$ cat config.mk
export PLATFORM = sky130hd
export DESIGN_NAME = openpgp_packet_header_parser_unit_flat
export DESIGN_NICKNAME = d
export VERILOG_FILES = /design/src/rtl/opph_pkg.sv /design/src/rtl/opph_in_if.sv /design/src/rtl/opph_out_if.sv /design/src/rtl/openpgp_packet_header_parser_unit.sv /design/src/rtl/opph_front.sv /design/src/rtl/opph_fifo.sv /design/src/rtl/opph_back.sv /design/src/flat_wrapper.sv
export SDC_FILE = /design/constraint.sdc
export NUM_CORES = 1
export LEC_CHECK = 0
export BUFFER_PORTS_ARGS = -buffer_cell sky130_fd_sc_hd__buf_2
export CAP_MARGIN = 30
export CORE_MARGIN = 5
export CORE_UTILIZATION = 65
export CTS_BUF_LIST = sky130_fd_sc_hd__clkbuf_8
export CTS_CLUSTER_SIZE = 10
export DETAILED_ROUTE_END_ITERATION = 8
export GPL_ROUTABILITY_DRIVEN = 0
export PLACE_DENSITY = 0.88
export SETUP_SLACK_MARGIN = 0.2
export SLEW_MARGIN = 20
export SYNTH_ARGS = -nofsm -noshare
export SYNTH_HDL_FRONTEND = slang
export SYNTH_SLANG_ARGS = --single-unit
$ cat constraint.sdc
create_clock -name i_clk -period 11.7 [get_ports i_clk]
set_input_delay 1.755 -clock i_clk [delete_from_list [all_inputs] [get_ports i_clk]]
set_output_delay 1.755 -clock i_clk [all_outputs]
set_load 0.01 [all_outputs]
$ cat src/rtl/opph_pkg.sv
// opph_pkg: shared types and constants of the OpenPGP packet header parser.
// No dependencies; referenced by every other file of the block.
package opph_pkg;

    localparam int unsigned BYTE_W          = 8;
    localparam int unsigned TYPE_W          = 6;
    localparam int unsigned ERR_W           = 2;
    localparam int unsigned ACC_W           = 32;
    localparam int unsigned LENGTH_BITS_DEF = 32;
    localparam int unsigned QUEUE_DEPTH     = 4;

    localparam logic [ERR_W-1:0] ERR_NONE  = 2'd0;
    localparam logic [ERR_W-1:0] ERR_TAG   = 2'd1;
    localparam logic [ERR_W-1:0] ERR_TRUNC = 2'd2;

    localparam logic [BYTE_W-1:0] LEN1_MAX  = 8'd191;
    localparam logic [BYTE_W-1:0] LEN2_MAX  = 8'd223;
    localparam logic [BYTE_W-1:0] LEN5_MARK = 8'd255;
    localparam logic [BYTE_W-1:0] LEN2_BASE = 8'd192;
    localparam logic [1:0]        OLD_INDEF = 2'd3;

    typedef enum logic [5:0] {
        PH_TAG    = 6'b000001,
        PH_NEWLEN = 6'b000010,
        PH_MORELEN= 6'b000100,
        PH_BODY   = 6'b001000,
        PH_INDEF  = 6'b010000,
        PH_DRAIN  = 6'b100000
    } t_phase;

    // front-to-back command: optional type load plus optional result
    typedef struct packed {
        logic              load_type;
        logic [TYPE_W-1:0] new_type;
        logic              emit;
        logic              has_payload;
        logic [BYTE_W-1:0] payload_byte;
        logic              packet_end;
        logic [ERR_W-1:0]  error_code;
    } t_cmd;

endpackage

$ cat src/rtl/opph_in_if.sv
// opph_in_if: input byte channel (valid/ready plus one stream byte).
// Depends on opph_pkg.
interface opph_in_if;
    logic                        valid;
    logic                        ready;
    logic [opph_pkg::BYTE_W-1:0] in_byte;
    logic                        end_of_input;

    modport source (output valid, output in_byte, output end_of_input, input ready);
    modport sink   (input valid, input in_byte, input end_of_input, output ready);
endinterface

$ cat src/rtl/opph_out_if.sv
// opph_out_if: result channel (valid/ready plus one decoded result).
// Depends on opph_pkg.
interface opph_out_if;
    logic                        valid;
    logic                        ready;
    logic                        has_payload;
    logic [opph_pkg::BYTE_W-1:0] payload_byte;
    logic [opph_pkg::TYPE_W-1:0] packet_type;
    logic                        packet_end;
    logic [opph_pkg::ERR_W-1:0]  error_code;

    modport source (output valid, output has_payload, output payload_byte,
                    output packet_type, output packet_end, output error_code,
                    input ready);
    modport sink   (input valid, input has_payload, input payload_byte,
                    input packet_type, input packet_end, input error_code,
                    output ready);
endinterface

$ cat src/rtl/openpgp_packet_header_parser_unit.sv
// openpgp_packet_header_parser_unit: top level of the OpenPGP packet header parser.
// Depends on opph_pkg, opph_in_if, opph_out_if, opph_front, opph_fifo, opph_back.
//
// Usage:
//   i_in carries one stream byte per request with end_of_input on the last byte
//   of a buffer. o_out carries at most one result per input byte: a body byte
//   with its packet type, an end mark of an empty packet, or an error code.
//   Header bytes that end no packet, and bytes dropped after a bad tag, give
//   no result.
//   Throughput: one input byte per cycle while the command queue is not full; the
//   header decoder updates its phase and length counter once per accepted byte.
//   Path: a result is written into the queue at the edge that accepts its byte,
//   then moves into the output register once that register is free or taken.
//   Stall: a four-entry command queue sits between decoder and output register;
//   i_in.ready drops only while that queue is full.
//   Reset (i_rst_n low, synchronous): the decoder expects a tag byte, the queue
//   and the output register are empty.
module openpgp_packet_header_parser_unit #(
    parameter int unsigned LENGTH_BITS = opph_pkg::LENGTH_BITS_DEF
) (
    input  logic        i_clk,
    input  logic        i_rst_n,
    opph_in_if.sink     i_in,
    opph_out_if.source  o_out
);
    import opph_pkg::*;

    logic push;
    logic full;
    logic q_valid;
    logic pop;
    t_cmd push_cmd;
    t_cmd head_cmd;

    opph_front #(
        .LENGTH_BITS(LENGTH_BITS)
    ) u_front (
        .i_clk  (i_clk),
        .i_rst_n(i_rst_n),
        .i_in   (i_in),
        .i_full (full),
        .o_push (push),
        .o_cmd  (push_cmd)
    );

    opph_fifo u_fifo (
        .i_clk  (i_clk),
        .i_rst_n(i_rst_n),
        .i_push (push),
        .i_cmd  (push_cmd),
        .o_full (full),
        .o_valid(q_valid),
        .o_cmd  (head_cmd),
        .i_pop  (pop)
    );

    opph_back u_back (
        .i_clk  (i_clk),
        .i_rst_n(i_rst_n),
        .i_valid(q_valid),
        .i_cmd  (head_cmd),
        .o_pop  (pop),
        .o_out  (o_out)
    );

endmodule

$ cat src/rtl/opph_front.sv
// opph_front: header decoder; tracks framing phase and lengths per byte
// and emits commands into the queue. Depends on opph_pkg, opph_in_if.
module opph_front #(
    parameter int unsigned LENGTH_BITS = opph_pkg::LENGTH_BITS_DEF
) (
    input  logic            i_clk,
    input  logic            i_rst_n,
    opph_in_if.sink         i_in,
    input  logic            i_full,
    output logic            o_push,
    output opph_pkg::t_cmd  o_cmd
);
    import opph_pkg::*;

    localparam logic [ACC_W-1:0] LEN_MAX = ACC_W'({ACC_W{1'b1}} >> (ACC_W - LENGTH_BITS));

    t_phase                 r_phase, n_phase;
    logic [LENGTH_BITS-1:0] r_remaining, n_remaining;
    logic [ACC_W-1:0]       r_acc, n_acc;
    logic [2:0]             r_len_left, n_len_left;
    logic                   r_partial, n_partial;
    logic                   r_two, n_two;
    logic [4:0]             r_first_lo, n_first_lo;

    logic                   accept;
    logic [BYTE_W-1:0]      b;
    logic                   fin;
    logic [ACC_W-1:0]       fin_len;
    logic [ACC_W-1:0]       sat_len;
    logic [ACC_W-1:0]       acc_shift;
    t_cmd                   cmd;

    assign i_in.ready = !i_full;
    assign accept     = i_in.valid && i_in.ready;
    assign b          = i_in.in_byte;
    assign acc_shift  = {r_acc[ACC_W-BYTE_W-1:0], b};

    always_comb begin
        n_phase     = r_phase;
        n_remaining = r_remaining;
        n_acc       = r_acc;
        n_len_left  = r_len_left;
        n_partial   = r_partial;
        n_two       = r_two;
        n_first_lo  = r_first_lo;
        cmd         = '0;
        fin         = 1'b0;
        fin_len     = '0;
        sat_len     = '0;

        case (r_phase)
            PH_TAG: begin
                n_partial = 1'b0;
                cmd.load_type = 1'b1;
                if (!b[7]) begin
                    cmd.new_type   = '0;
                    cmd.emit       = 1'b1;
                    cmd.error_code = ERR_TAG;
                    n_phase        = PH_DRAIN;
                end else if (b[6]) begin
                    cmd.new_type = b[5:0];
                    n_phase      = PH_NEWLEN;
                end else begin
                    cmd.new_type = {2'b00, b[5:2]};
                    if (b[1:0] == OLD_INDEF) begin
                        n_phase = PH_INDEF;
                    end else begin
                        n_acc      = '0;
                        n_two      = 1'b0;
                        n_len_left = 3'd1 << b[1:0];
                        n_phase    = PH_MORELEN;
                    end
                end
            end
            PH_NEWLEN: begin
                n_first_lo = b[4:0];
                if (b <= LEN1_MAX) begin
                    n_partial = 1'b0;
                    fin       = 1'b1;
                    fin_len   = ACC_W'(b);
                end else if (b <= LEN2_MAX) begin
                    n_partial = 1'b0;
                    n_two     = 1'b1;
                    n_phase   = PH_MORELEN;
                end else if (b == LEN5_MARK) begin
                    n_partial  = 1'b0;
                    n_two      = 1'b0;
                    n_acc      = '0;
                    n_len_left = 3'd4;
                    n_phase    = PH_MORELEN;
                end else begin
                    n_partial = 1'b1;
                    fin       = 1'b1;
                    fin_len   = ACC_W'(1) << b[4:0];
                end
            end
            PH_MORELEN: begin
                if (r_two) begin
                    fin     = 1'b1;
                    fin_len = ACC_W'({r_first_lo, b}) + ACC_W'(LEN2_BASE);
                end else begin
                    n_acc      = acc_shift;
                    n_len_left = r_len_left - 3'd1;
                    if (r_len_left == 3'd1) begin
                        fin     = 1'b1;
                        fin_len = acc_shift;
                    end
                end
            end
            PH_BODY: begin
                n_remaining      = r_remaining - LENGTH_BITS'(1);
                cmd.emit         = 1'b1;
                cmd.has_payload  = 1'b1;
                cmd.payload_byte = b;
                if (r_remaining == LENGTH_BITS'(1)) begin
                    if (r_partial) begin
                        n_phase = PH_NEWLEN;
                    end else begin
                        cmd.packet_end = 1'b1;
                        n_phase        = PH_TAG;
                    end
                end
            end
            PH_INDEF: begin
                cmd.emit         = 1'b1;
                cmd.has_payload  = 1'b1;
                cmd.payload_byte = b;
            end
            PH_DRAIN: begin
            end
            default: begin
                n_phase = PH_TAG;
            end
        endcase

        if (fin) begin
            sat_len     = (fin_len > LEN_MAX) ? LEN_MAX : fin_len;
            n_remaining = sat_len[LENGTH_BITS-1:0];
            if (sat_len == '0) begin
                n_phase        = PH_TAG;
                n_partial      = 1'b0;
                cmd.emit       = 1'b1;
                cmd.packet_end = 1'b1;
            end else begin
                n_phase = PH_BODY;
            end
        end

        if (i_in.end_of_input) begin
            if (n_phase == PH_INDEF) begin
                cmd.emit       = 1'b1;
                cmd.packet_end = 1'b1;
            end else if (n_phase == PH_NEWLEN || n_phase == PH_MORELEN
                         || n_phase == PH_BODY) begin
                cmd.emit       = 1'b1;
                cmd.packet_end = 1'b0;
                cmd.error_code = ERR_TRUNC;
            end
            n_phase   = PH_TAG;
            n_partial = 1'b0;
        end
    end

    assign o_cmd  = cmd;
    assign o_push = accept && (cmd.load_type || cmd.emit);

    always_ff @(posedge i_clk) begin
        if (!i_rst_n) begin
            r_phase    <= PH_TAG;
            r_partial  <= 1'b0;
            r_len_left <= '0;
            r_two      <= 1'b0;
        end else if (accept) begin
            r_phase    <= n_phase;
            r_partial  <= n_partial;
            r_len_left <= n_len_left;
            r_two      <= n_two;
        end
    end

    always_ff @(posedge i_clk) begin
        if (accept) begin
            r_remaining <= n_remaining;
            r_acc       <= n_acc;
            r_first_lo  <= n_first_lo;
        end
    end

    a_body_count: assert property (@(posedge i_clk) disable iff (!i_rst_n)
        (r_phase == PH_BODY) |-> (r_remaining != '0))
        else $error("body phase with zero byte count");

    a_len_left: assert property (@(posedge i_clk) disable iff (!i_rst_n)
        (r_phase == PH_MORELEN && !r_two) |-> (r_len_left != 3'd0 && r_len_left <= 3'd4))
        else $error("length octet count out of range");

endmodule

$ cat src/rtl/opph_fifo.sv
// opph_fifo: short command queue between header decoder and result stage.
// Depends on opph_pkg.
module opph_fifo (
    input  logic            i_clk,
    input  logic            i_rst_n,
    input  logic            i_push,
    input  opph_pkg::t_cmd  i_cmd,
    output logic            o_full,
    output logic            o_valid,
    output opph_pkg::t_cmd  o_cmd,
    input  logic            i_pop
);
    import opph_pkg::*;

    localparam int unsigned PTR_W = $clog2(QUEUE_DEPTH);
    localparam int unsigned CNT_W = $clog2(QUEUE_DEPTH + 1);

    t_cmd             r_mem [QUEUE_DEPTH];
    logic [PTR_W-1:0] r_wr_ptr, r_rd_ptr;
    logic [CNT_W-1:0] r_count;

    assign o_full  = (r_count == CNT_W'(QUEUE_DEPTH));
    assign o_valid = (r_count != '0);
    assign o_cmd   = r_mem[r_rd_ptr];

    always_ff @(posedge i_clk) begin
        if (i_push) begin
            r_mem[r_wr_ptr] <= i_cmd;
        end
    end

    always_ff @(posedge i_clk) begin
        if (!i_rst_n) begin
            r_wr_ptr <= '0;
            r_rd_ptr <= '0;
            r_count  <= '0;
        end else begin
            if (i_push) begin
                r_wr_ptr <= (r_wr_ptr == PTR_W'(QUEUE_DEPTH - 1)) ? '0 : r_wr_ptr + 1'b1;
            end
            if (i_pop) begin
                r_rd_ptr <= (r_rd_ptr == PTR_W'(QUEUE_DEPTH - 1)) ? '0 : r_rd_ptr + 1'b1;
            end
            case ({i_push, i_pop})
                2'b10:   r_count <= r_count + 1'b1;
                2'b01:   r_count <= r_count - 1'b1;
                default: r_count <= r_count;
            endcase
        end
    end

    a_no_overflow: assert property (@(posedge i_clk) disable iff (!i_rst_n)
        i_push |-> (!o_full || i_pop))
        else $error("command queue overflow");

    a_no_underflow: assert property (@(posedge i_clk) disable iff (!i_rst_n)
        i_pop |-> o_valid)
        else $error("command queue underflow");

endmodule

$ cat src/rtl/opph_back.sv
// opph_back: result stage; holds the current packet type and the output
// register. Depends on opph_pkg, opph_out_if.
module opph_back (
    input  logic            i_clk,
    input  logic            i_rst_n,
    input  logic            i_valid,
    input  opph_pkg::t_cmd  i_cmd,
    output logic            o_pop,
    opph_out_if.source      o_out
);
    import opph_pkg::*;

    logic              r_valid;
    logic [TYPE_W-1:0] r_type;
    logic              r_has_payload;
    logic [BYTE_W-1:0] r_payload_byte;
    logic [TYPE_W-1:0] r_packet_type;
    logic              r_packet_end;
    logic [ERR_W-1:0]  r_error_code;
    logic [TYPE_W-1:0] cur_type;

    assign o_pop    = i_valid && (!r_valid || o_out.ready);
    assign cur_type = i_cmd.load_type ? i_cmd.new_type : r_type;

    always_ff @(posedge i_clk) begin
        if (!i_rst_n) begin
            r_valid <= 1'b0;
            r_type  <= '0;
        end else begin
            if (o_pop) begin
                r_valid <= i_cmd.emit;
                r_type  <= cur_type;
            end else if (o_out.ready) begin
                r_valid <= 1'b0;
            end
        end
    end

    always_ff @(posedge i_clk) begin
        if (o_pop && i_cmd.emit) begin
            r_has_payload  <= i_cmd.has_payload;
            r_payload_byte <= i_cmd.payload_byte;
            r_packet_type  <= cur_type;
            r_packet_end   <= i_cmd.packet_end;
            r_error_code   <= i_cmd.error_code;
        end
    end

    assign o_out.valid        = r_valid;
    assign o_out.has_payload  = r_has_payload;
    assign o_out.payload_byte = r_payload_byte;
    assign o_out.packet_type  = r_packet_type;
    assign o_out.packet_end   = r_packet_end;
    assign o_out.error_code   = r_error_code;

    a_tag_err_type: assert property (@(posedge i_clk) disable iff (!i_rst_n)
        (o_out.valid && o_out.error_code == ERR_TAG) |-> (o_out.packet_type == '0
            && !o_out.has_payload && !o_out.packet_end))
        else $error("bad-tag result carries packet data");

endmodule

$ cat src/flat_wrapper.sv
// flat-port wrapper written by rule: the top's interface ports become plain ports
module openpgp_packet_header_parser_unit_flat import opph_pkg::*;
#(
    parameter int unsigned LENGTH_BITS = opph_pkg::LENGTH_BITS_DEF
)
  (i_clk, i_rst_n, i_in_valid, i_in_in_byte, i_in_end_of_input, i_in_ready, o_out_valid, o_out_has_payload, o_out_payload_byte, o_out_packet_type, o_out_packet_end, o_out_error_code, o_out_ready);
  opph_in_if i_in_i ();
  opph_out_if o_out_i ();
  input  logic i_clk;
  input  logic i_rst_n;
  input wire logic [$bits(i_in_i.valid)-1:0] i_in_valid;
  input wire logic [$bits(i_in_i.in_byte)-1:0] i_in_in_byte;
  input wire logic [$bits(i_in_i.end_of_input)-1:0] i_in_end_of_input;
  output wire logic [$bits(i_in_i.ready)-1:0] i_in_ready;
  output wire logic [$bits(o_out_i.valid)-1:0] o_out_valid;
  output wire logic [$bits(o_out_i.has_payload)-1:0] o_out_has_payload;
  output wire logic [$bits(o_out_i.payload_byte)-1:0] o_out_payload_byte;
  output wire logic [$bits(o_out_i.packet_type)-1:0] o_out_packet_type;
  output wire logic [$bits(o_out_i.packet_end)-1:0] o_out_packet_end;
  output wire logic [$bits(o_out_i.error_code)-1:0] o_out_error_code;
  input wire logic [$bits(o_out_i.ready)-1:0] o_out_ready;
  assign i_in_i.valid = i_in_valid;
  assign i_in_i.in_byte = i_in_in_byte;
  assign i_in_i.end_of_input = i_in_end_of_input;
  assign i_in_ready = i_in_i.ready;
  assign o_out_valid = o_out_i.valid;
  assign o_out_has_payload = o_out_i.has_payload;
  assign o_out_payload_byte = o_out_i.payload_byte;
  assign o_out_packet_type = o_out_i.packet_type;
  assign o_out_packet_end = o_out_i.packet_end;
  assign o_out_error_code = o_out_i.error_code;
  assign o_out_i.ready = o_out_ready;
  openpgp_packet_header_parser_unit #(.LENGTH_BITS(LENGTH_BITS)) u_core (.i_clk(i_clk), .i_rst_n(i_rst_n), .i_in(i_in_i), .o_out(o_out_i));
endmodule
==> impl_metrics.json, run 1 <==
{
  "path_depth": 16,
  "overflow": 0,
  "die_y_um": 129,
  "tightest_slew_ns": 0.980,
  "fp.dieW_um": 129,
  "min_path_cells": 2,
  "cts_hold_buf": 0,
  "synth_edf_count": 159,
  "synthesis.nets": 762,
  "multi_input_area_mm2": 0.00361,
  "post_cts_resized": 0,
  "hold_slack_ns": 0.511,
  "synth_area_mm2": 0.00916,
  "slowest_stage": "nor4_1",
  "grt_max_degree": 33,
  "postSynthCellCount": 735,
  "final-seq-area_mm2": 0.00532,
  "hold_path_class": "reg -> reg",
  "fp.dieArea_mm2": 0.0166,
  "start_kind": "primary input",
  "path_class": "in -> reg",
  "synth_seq_cells": 186,
  "clk_path_buf_depth": 2,
  "grt_pass1_wl_um": 34000,
  "drc_errors": 0,
  "rsz0062_at_grt": "no",
  "grt_usage_pct": 26.6,
  "cts_buffers": 17,
  "irDropWorstVdd_uv": 149,
  "synth_top_cell_by_area": "edfxtp_1",
  "worst_setup_path_end_kind": "register",
  "cts.clk_slew.worst_paths_ns": 0.09,
  "routedWlPerCell_um": 22.6,
  "final.setup_skew_ns": 0.0118,
  "ff2ff_path_depth": 14,
  "cts_sinks": 186,
  "endpoint": "u_core.u_fifo.r_count[2]",
  "slew_violations": 0,
  "crit_buf_inv": 3,
  "routed_wl_um": 21500,
  "critPathTopFamily": "simple AND/OR/NAND/NOR gates",
  "antenna_found_initial": 0,
  "hold_viol": 0,
  "htreeDepth": 4,
  "num_rows": 43,
  "stdcell_area_mm2": 0.00991,
  "initial_core_util_pct": 66.2,
  "yosysWarnings": 0,
  "drive_gt1_share_pct": 15.8,
  "crit_arrival_ns": 5.64,
  "grt_pass1_vias": 6398,
  "placed_area_mm2": 0.00942,
  "post-cts-setup-buffer-count": 0,
  "synthDistinctLibCells": 73,
  "seq_area_frac_synth_pct": 58.1,
  "ys_async_sr_fraction_pct": 0,
  "tns_ns": 0,
  "first_iter_violations": 1048,
  "synthFlopType": "edfxtp_1",
  "r2r-start": "u_core.u_front.r_phase[5]",
  "period_needed_ns": 5.24,
  "netlist_top_cells_area": "edfxtp_1 (52%), dfxtp_1 (5.9%), mux4_2 (4.9%)",
  "vias_per_cell": 6.91,
  "io_pins": 33,
  "slew_headroom_pct": 34.7,
  "crit_top_cell": "ha_1",
  "max_cap_viol_count": 0,
  "nets": 784,
  "fill_cells": 849,
  "cts_root_buf": "clkbuf_8",
  "antenna_cells": 0,
  "slowest_delay_ns": 0.85,
  "core_mm2": 0.0138,
  "status": "complete, no violations",
  "clk-insertion-delay-late_ns": 0.47,
  "p_per_area_mw_per_mm2": 166,
  "syn_avg_cell_area_um2": 12.5,
  "synthTopCellsByCount": "edfxtp_1 (159), nor2_1 (65), nand2_1 (36)",
  "syn_to_final_growth_pct": 8.27,
  "leakage_nw": 3.32,
  "finalCritPeriodShare_pct": 44.8,
  "synth_most_common_cell": "edfxtp_1",
  "cts_tree": "built",
  "worstPathMaxFanout": 13,
  "setup_viol": 0,
  "num_vias": 6564,
  "dp_hpwl_um": 14500,
  "rrSetupSlack_ns": 7.25,
  "crit_path_start": "i_in_in_byte[6]",
  "drt_pass1_iterations": 7,
  "crit_chain": "buf_2 > ha_1 > nand4b_1 > nor4_1 > o2bb2ai_1 > a2111oi_0 > nand4b_2 > nor4_4 > o31a_4 > inv_2 > ha_1 > inv_1 > fa_1 > xor2_1 > or3_1 > a21oi_1",
  "yosysTopAreaCellShare_pct": 52.2,
  "cp.required_ns": 12.10,
  "io_buffers": 32,
  "clock.fmax_mhz": 191,
  "r2r-end": "u_core.u_fifo.r_count[2]",
  "ant_nets": 0
}
where the power goes:
| part | internal, W | switching (W) | total, W | leakage (nW) |
|---|---|---|---|---|
| registers | 0.000830 | 0.0000404 | 0.000870 | 1.69 |
| clock network | 0.000196 | 0.000224 | 0.000420 | 0.201 |
| logic | 0.000155 | 0.000203 | 0.000358 | 1.43 |
| total | 0.00118 | 0.000468 | 0.00165 | 3.32 |
tightest hold or removal path, stage by stage (launching register included):
cell and delay, ns:
dfxtp_1 0.34, mux2i_1 0.07, nor2_1 0.08
sequential cells by signal (all words and copies together) (netlist names), 3 cells and up, named ones only:
signal,count
u_core.u_back.r_type,6
u_core.u_front.r_first_lo,5
u_core.u_front.r_acc,24
u_core.u_front.r_phase,6
u_core.u_front.r_remaining,32
u_core.u_back.o_out.payload_byte,8
u_core.u_front.r_len_left,3
u_core.u_fifo.r_mem,80
u_core.u_fifo.r_count,3
u_core.u_back.o_out.packet_type,6
final cells by class:
type / count / share of cell area (%)
repair buffers: 44 / 2.98
flip-flops and latches: 186 / 53.6
clock buffers: 18 / 2.50
well taps: 180 / 2.27
inverters: 20 / 0.757
multi-input cells: 488 / 36.4
clock inverters: 14 / 1.43
worst min-delay path by stage:
stage	startpoint	end	slack (ns)
floorplan	u_core.u_back.r_type[0]	u_core.u_back.r_type[0]	0.46
global placement	u_core.u_back.r_type[0]	u_core.u_back.r_type[0]	0.47
detailed placement	u_core.u_back.r_type[1]	u_core.u_back.r_type[1]	0.48
CTS	u_core.u_back.r_type[1]	u_core.u_back.r_type[1]	0.50
global route	u_core.u_back.r_type[3]	u_core.u_back.r_type[3]	0.54
finish	u_core.u_back.r_type[3]	u_core.u_back.r_type[3]	0.51
logic make-up (layout without fill, tap and decap cells):
kind of cell / Yosys count / after routing / share of synthesized area (%)
DFF: 186 / 186 / 58.1
muxes: 41 / 41 / 7.31
adders and majority gates: 14 / 14 / 2.00
and+or+nand+nor: 260 / 260 / 16.3
AOI/OAI and AO/OA: 138 / 138 / 10.4
xor gates and xnor gates: 35 / 35 / 3.35
buffers and inverters: 61 / 96 / 2.57
per-stage QoR:
stage                     cells  power, W  util, %  worst slack (ns)
after floorplan             735   0.00112        -              6.64
after global placement      911   0.00120     68.1              6.34
after detailed placement    911   0.00123     68.1              6.13
after CTS                   943   0.00164     70.9              6.60
after global routing        950   0.00172     71.7              6.36
final                       950   0.00165     71.7              6.46
cell usage in the layout, fill, tap and decap left out, types with 8 or more instances in the layout:
master,netlist,final
dfxtp_1,27,27
and3_1,23,23
nor2_1,65,64
nor4_1,16,16
clkbuf_8,0,18
xor2_1,11,11
or3_1,16,16
a31oi_1,11,11
mux2i_1,14,14
buf_2,5,32
a221oi_1,9,9
or4_1,9,9
mux4_2,20,20
a21oi_1,32,32
nand2b_1,8,8
ha_1,13,13
nor3_1,21,20
a22oi_1,12,12
nand2_1,36,36
edfxtp_1,159,159
xnor2_1,24,24
nand3_1,11,11
o21ai_0,24,23
and2_1,15,15
inv_1,19,20
per-layer routing:
| layer | track usage [%] | vias to the layer above | share of wire, % | wire [um] |
|---|---|---|---|---|
| met5 | 0 | - | 0 | 0 |
| met4 | 10.3 | 0 | 3.4 | 723 |
| met3 | 6.85 | 83 | 9.8 | 2110 |
| met2 | 42.3 | 440 | 48 | 10300 |
| met1 | 35.4 | 3153 | 39 | 8290 |
| li1 | - | 2888 | - | - |
Note: power is estimated with default switching activity, not from simulation.
==> run 2: changes to the inputs <==
--- a/config.mk
+++ b/config.mk
@@ -5,15 +5,16 @@
 export SDC_FILE = /design/constraint.sdc
 export NUM_CORES = 1
 export LEC_CHECK = 0
+export ABC_AREA = 1
 export BUFFER_PORTS_ARGS = -buffer_cell sky130_fd_sc_hd__buf_2
 export CAP_MARGIN = 30
 export CORE_MARGIN = 5
-export CORE_UTILIZATION = 65
+export CORE_UTILIZATION = 58
 export CTS_BUF_LIST = sky130_fd_sc_hd__clkbuf_8
 export CTS_CLUSTER_SIZE = 10
 export DETAILED_ROUTE_END_ITERATION = 8
 export GPL_ROUTABILITY_DRIVEN = 0
-export PLACE_DENSITY = 0.88
+export PLACE_DENSITY = 0.83
 export SETUP_SLACK_MARGIN = 0.2
 export SLEW_MARGIN = 20
 export SYNTH_ARGS = -nofsm -noshare
==> constraint.sdc (replaced) <==
create_clock -name i_clk -period 4.8 [get_ports i_clk]
set_input_delay 0.72 -clock i_clk [delete_from_list [all_inputs] [get_ports i_clk]]
set_output_delay 0.72 -clock i_clk [all_outputs]
set_load 0.01 [all_outputs]
==> impl_metrics.json, run 2 <==
{
  "status": "complete, no violations",
  "routed_wl_um": 21800,
  "slew_headroom_pct": 40.8,
  "synth_top_cell_by_area": "edfxtp_1",
  "grt_usage_pct": 22.6,
  "vias_per_cell": 5.73,
  "irDropWorstVdd_uv": 346,
  "slowest_stage": "fa_1",
  "drc_errors": 0,
  "top_regs": "u_core.u_fifo.r_mem x80, u_core.u_front.r_remaining x32, u_core.u_front.r_acc x24",
  "drt_pass1_iterations": 6,
  "synthesis.nets": 1057,
  "met3_usage_pct": 5.48,
  "grt_use_met2_pct": 35.3,
  "p_per_area_mw_per_mm2": 407,
  "yosysWarnings": 0,
  "regMostFlops": "u_core.u_fifo.r_mem",
  "postSynthCellCount": 1030,
  "fill_cells": 1332,
  "synth_xor_xnor_area_share_pct": 2.02,
  "final_cell_mix": "nor2_1 (169), nand2_1 (168), edfxtp_1 (159)",
  "synth_top_family_by_area": "simple AND/OR/NAND/NOR gates",
  "io_pins": 33,
  "finalCritPeriodShare_pct": 83.5,
  "post_cts_resized": 0,
  "synth_seq_cells": 186,
  "synthFlopType": "edfxtp_1",
  "top_usage_layer": "met2",
  "ant_nets": 0,
  "largest_reg_flops": 80,
  "stdcell_area_mm2": 0.0103,
  "cp.required_ns": 5.16,
  "overflow": 0,
  "worstPathMaxFanout": 9,
  "setup_viol": 0,
  "final_cells": 1291,
  "initial_core_util_pct": 59.6,
  "synthDistinctLibCells": 54,
  "ys_async_sr_fraction_pct": 0,
  "netlist_top_cells_area": "edfxtp_1 (50%), nor2_1 (6.7%), nand2_1 (6.6%)",
  "cts_sinks": 186,
  "leakage_nw": 4.07,
  "p_total_w": 0.00420,
  "synth_most_common_cell": "nor2_1",
  "fp.dieW_um": 138,
  "grt_pass1_vias": 6948,
  "clock.fmax_mhz": 250,
  "cts_buffers": 17,
  "fp.dieArea_mm2": 0.0191,
  "cts_hold_buf": 0,
  "cts_root_buf": "clkbuf_8",
  "num_vias": 7394,
  "synth_mux_area_share_pct": 0,
  "multi_input_area_mm2": 0.00360,
  "place_inst": 1258,
  "max_cap_viol_count": 0,
  "rsz0062_at_grt": "no",
  "tightest_slew_ns": 0.889,
  "htreeDepth": 4,
  "drive_gt1_share_pct": 14.6,
  "seq_area_frac_synth_pct": 55.8,
  "period_needed_ns": 4.01,
  "hold_slack_ns": 0.471,
  "clk-insertion-delay-late_ns": 0.47,
  "die_y_um": 138,
  "routedWlPerCell_um": 16.9,
  "final-seq-area_mm2": 0.00532,
  "grt_max_degree": 41,
  "hold_viol": 0,
  "antenna_found_initial": 1,
  "synthSimpleGateAreaFrac_pct": 23.9,
  "synth_edf_count": 159,
  "synthTopCellsByCount": "nor2_1 (171), nand2_1 (168), edfxtp_1 (159)",
  "syn_to_final_growth_pct": 8.32,
  "worst_setup_path_end_kind": "register",
  "post-cts-setup-buffer-count": 0,
  "cts.clk_slew.worst_paths_ns": 0.10,
  "crit_arrival_ns": 4.36,
  "syn_avg_cell_area_um2": 9.26,
  "slew_violations": 0,
  "use_met1_pct": 30.8,
  "final.setup_skew_ns": 0.0147,
  "yosysTopAreaCellShare_pct": 50.1,
  "slowest_delay_ns": 0.38,
  "clk_path_buf_depth": 2,
  "start_kind": "primary input",
  "hold_path_class": "reg -> reg",
  "grt_pass1_wl_um": 35200,
  "synth-adder-area-share_pct": 1.92,
  "tns_ns": 0,
  "first_iter_violations": 1074,
  "io_buffers": 32,
  "cts_tree": "built",
  "num_rows": 46,
  "synth_area_mm2": 0.00953,
  "core_mm2": 0.0160,
  "final_common_cell": "nor2_1",
  "dp_hpwl_um": 15200,
  "placed_area_mm2": 0.00993,
  "synth_compound_area_share_pct": 9.78,
  "nets": 1088,
  "path_class": "in -> reg"
}
[run 2: where the power goes]
part	internal (W)	total, W	switching (W)
sequential	0.00206	0.00213	0.0000706
combinational	0.000325	0.00106	0.000735
clock	0.000390	0.00101	0.000620
total	0.00277	0.00420	0.00143
[run 2: cell families (layout without fill, tap and decap cells)]
group,Yosys count,in the layout
buffers and inverters,158,202
AO/OA/AOI/OAI,159,159
adder cells (fa/ha/maj),14,14
XOR/XNOR,22,22
other,0,1
flip-flops,186,186
AND/OR/NAND/NOR,491,491
[run 2: stage by stage]
step	utilization, %	worst slack (ns)
after detailed placement	62.1	0.370
after global routing	64.5	0.359
after CTS	64.5	0.651
after floorplan	-	1.22
after global placement	61.8	0.591
final	64.5	0.794
[run 2: metal layers]
metal  part of all wire (%)  wire [um]
met5                      0          0
met4                    2.8        611
met3                    8.6       1870
met2                     46      10100
met1                     42       9210
[run 2: worst paths after layout]
check	start	to	slack (ns)	cells past startpoint
min	u_core.u_fifo.r_count[0]	u_core.u_fifo.r_count[0]	0.47	1
max	i_in_in_byte[7]	u_core.u_fifo.r_count[2]	0.79	27
max reg2reg	u_core.u_front.r_remaining[2]	u_core.u_fifo.r_count[2]	0.82	17
min reg2reg	u_core.u_fifo.r_count[0]	u_core.u_fifo.r_count[0]	0.47	1
[run 2: area by class of cell]
type / count / share of cell area, %
tap: 216 / 2.62
antenna: 1 / 0.0242
timing repair buffer: 45 / 2.73
sequential: 186 / 51.5
clock inverter: 15 / 1.50
multi-input combinational: 686 / 34.8
clock buffer: 17 / 2.27
inverter: 125 / 4.54
[run 2: worst max-delay path: cells and delay by family]
kind            cells  cell delay, ns
simple gates       16            1.68
fa+ha+maj           3            0.85
buf+inv             4            0.59
compound gates      4            0.52
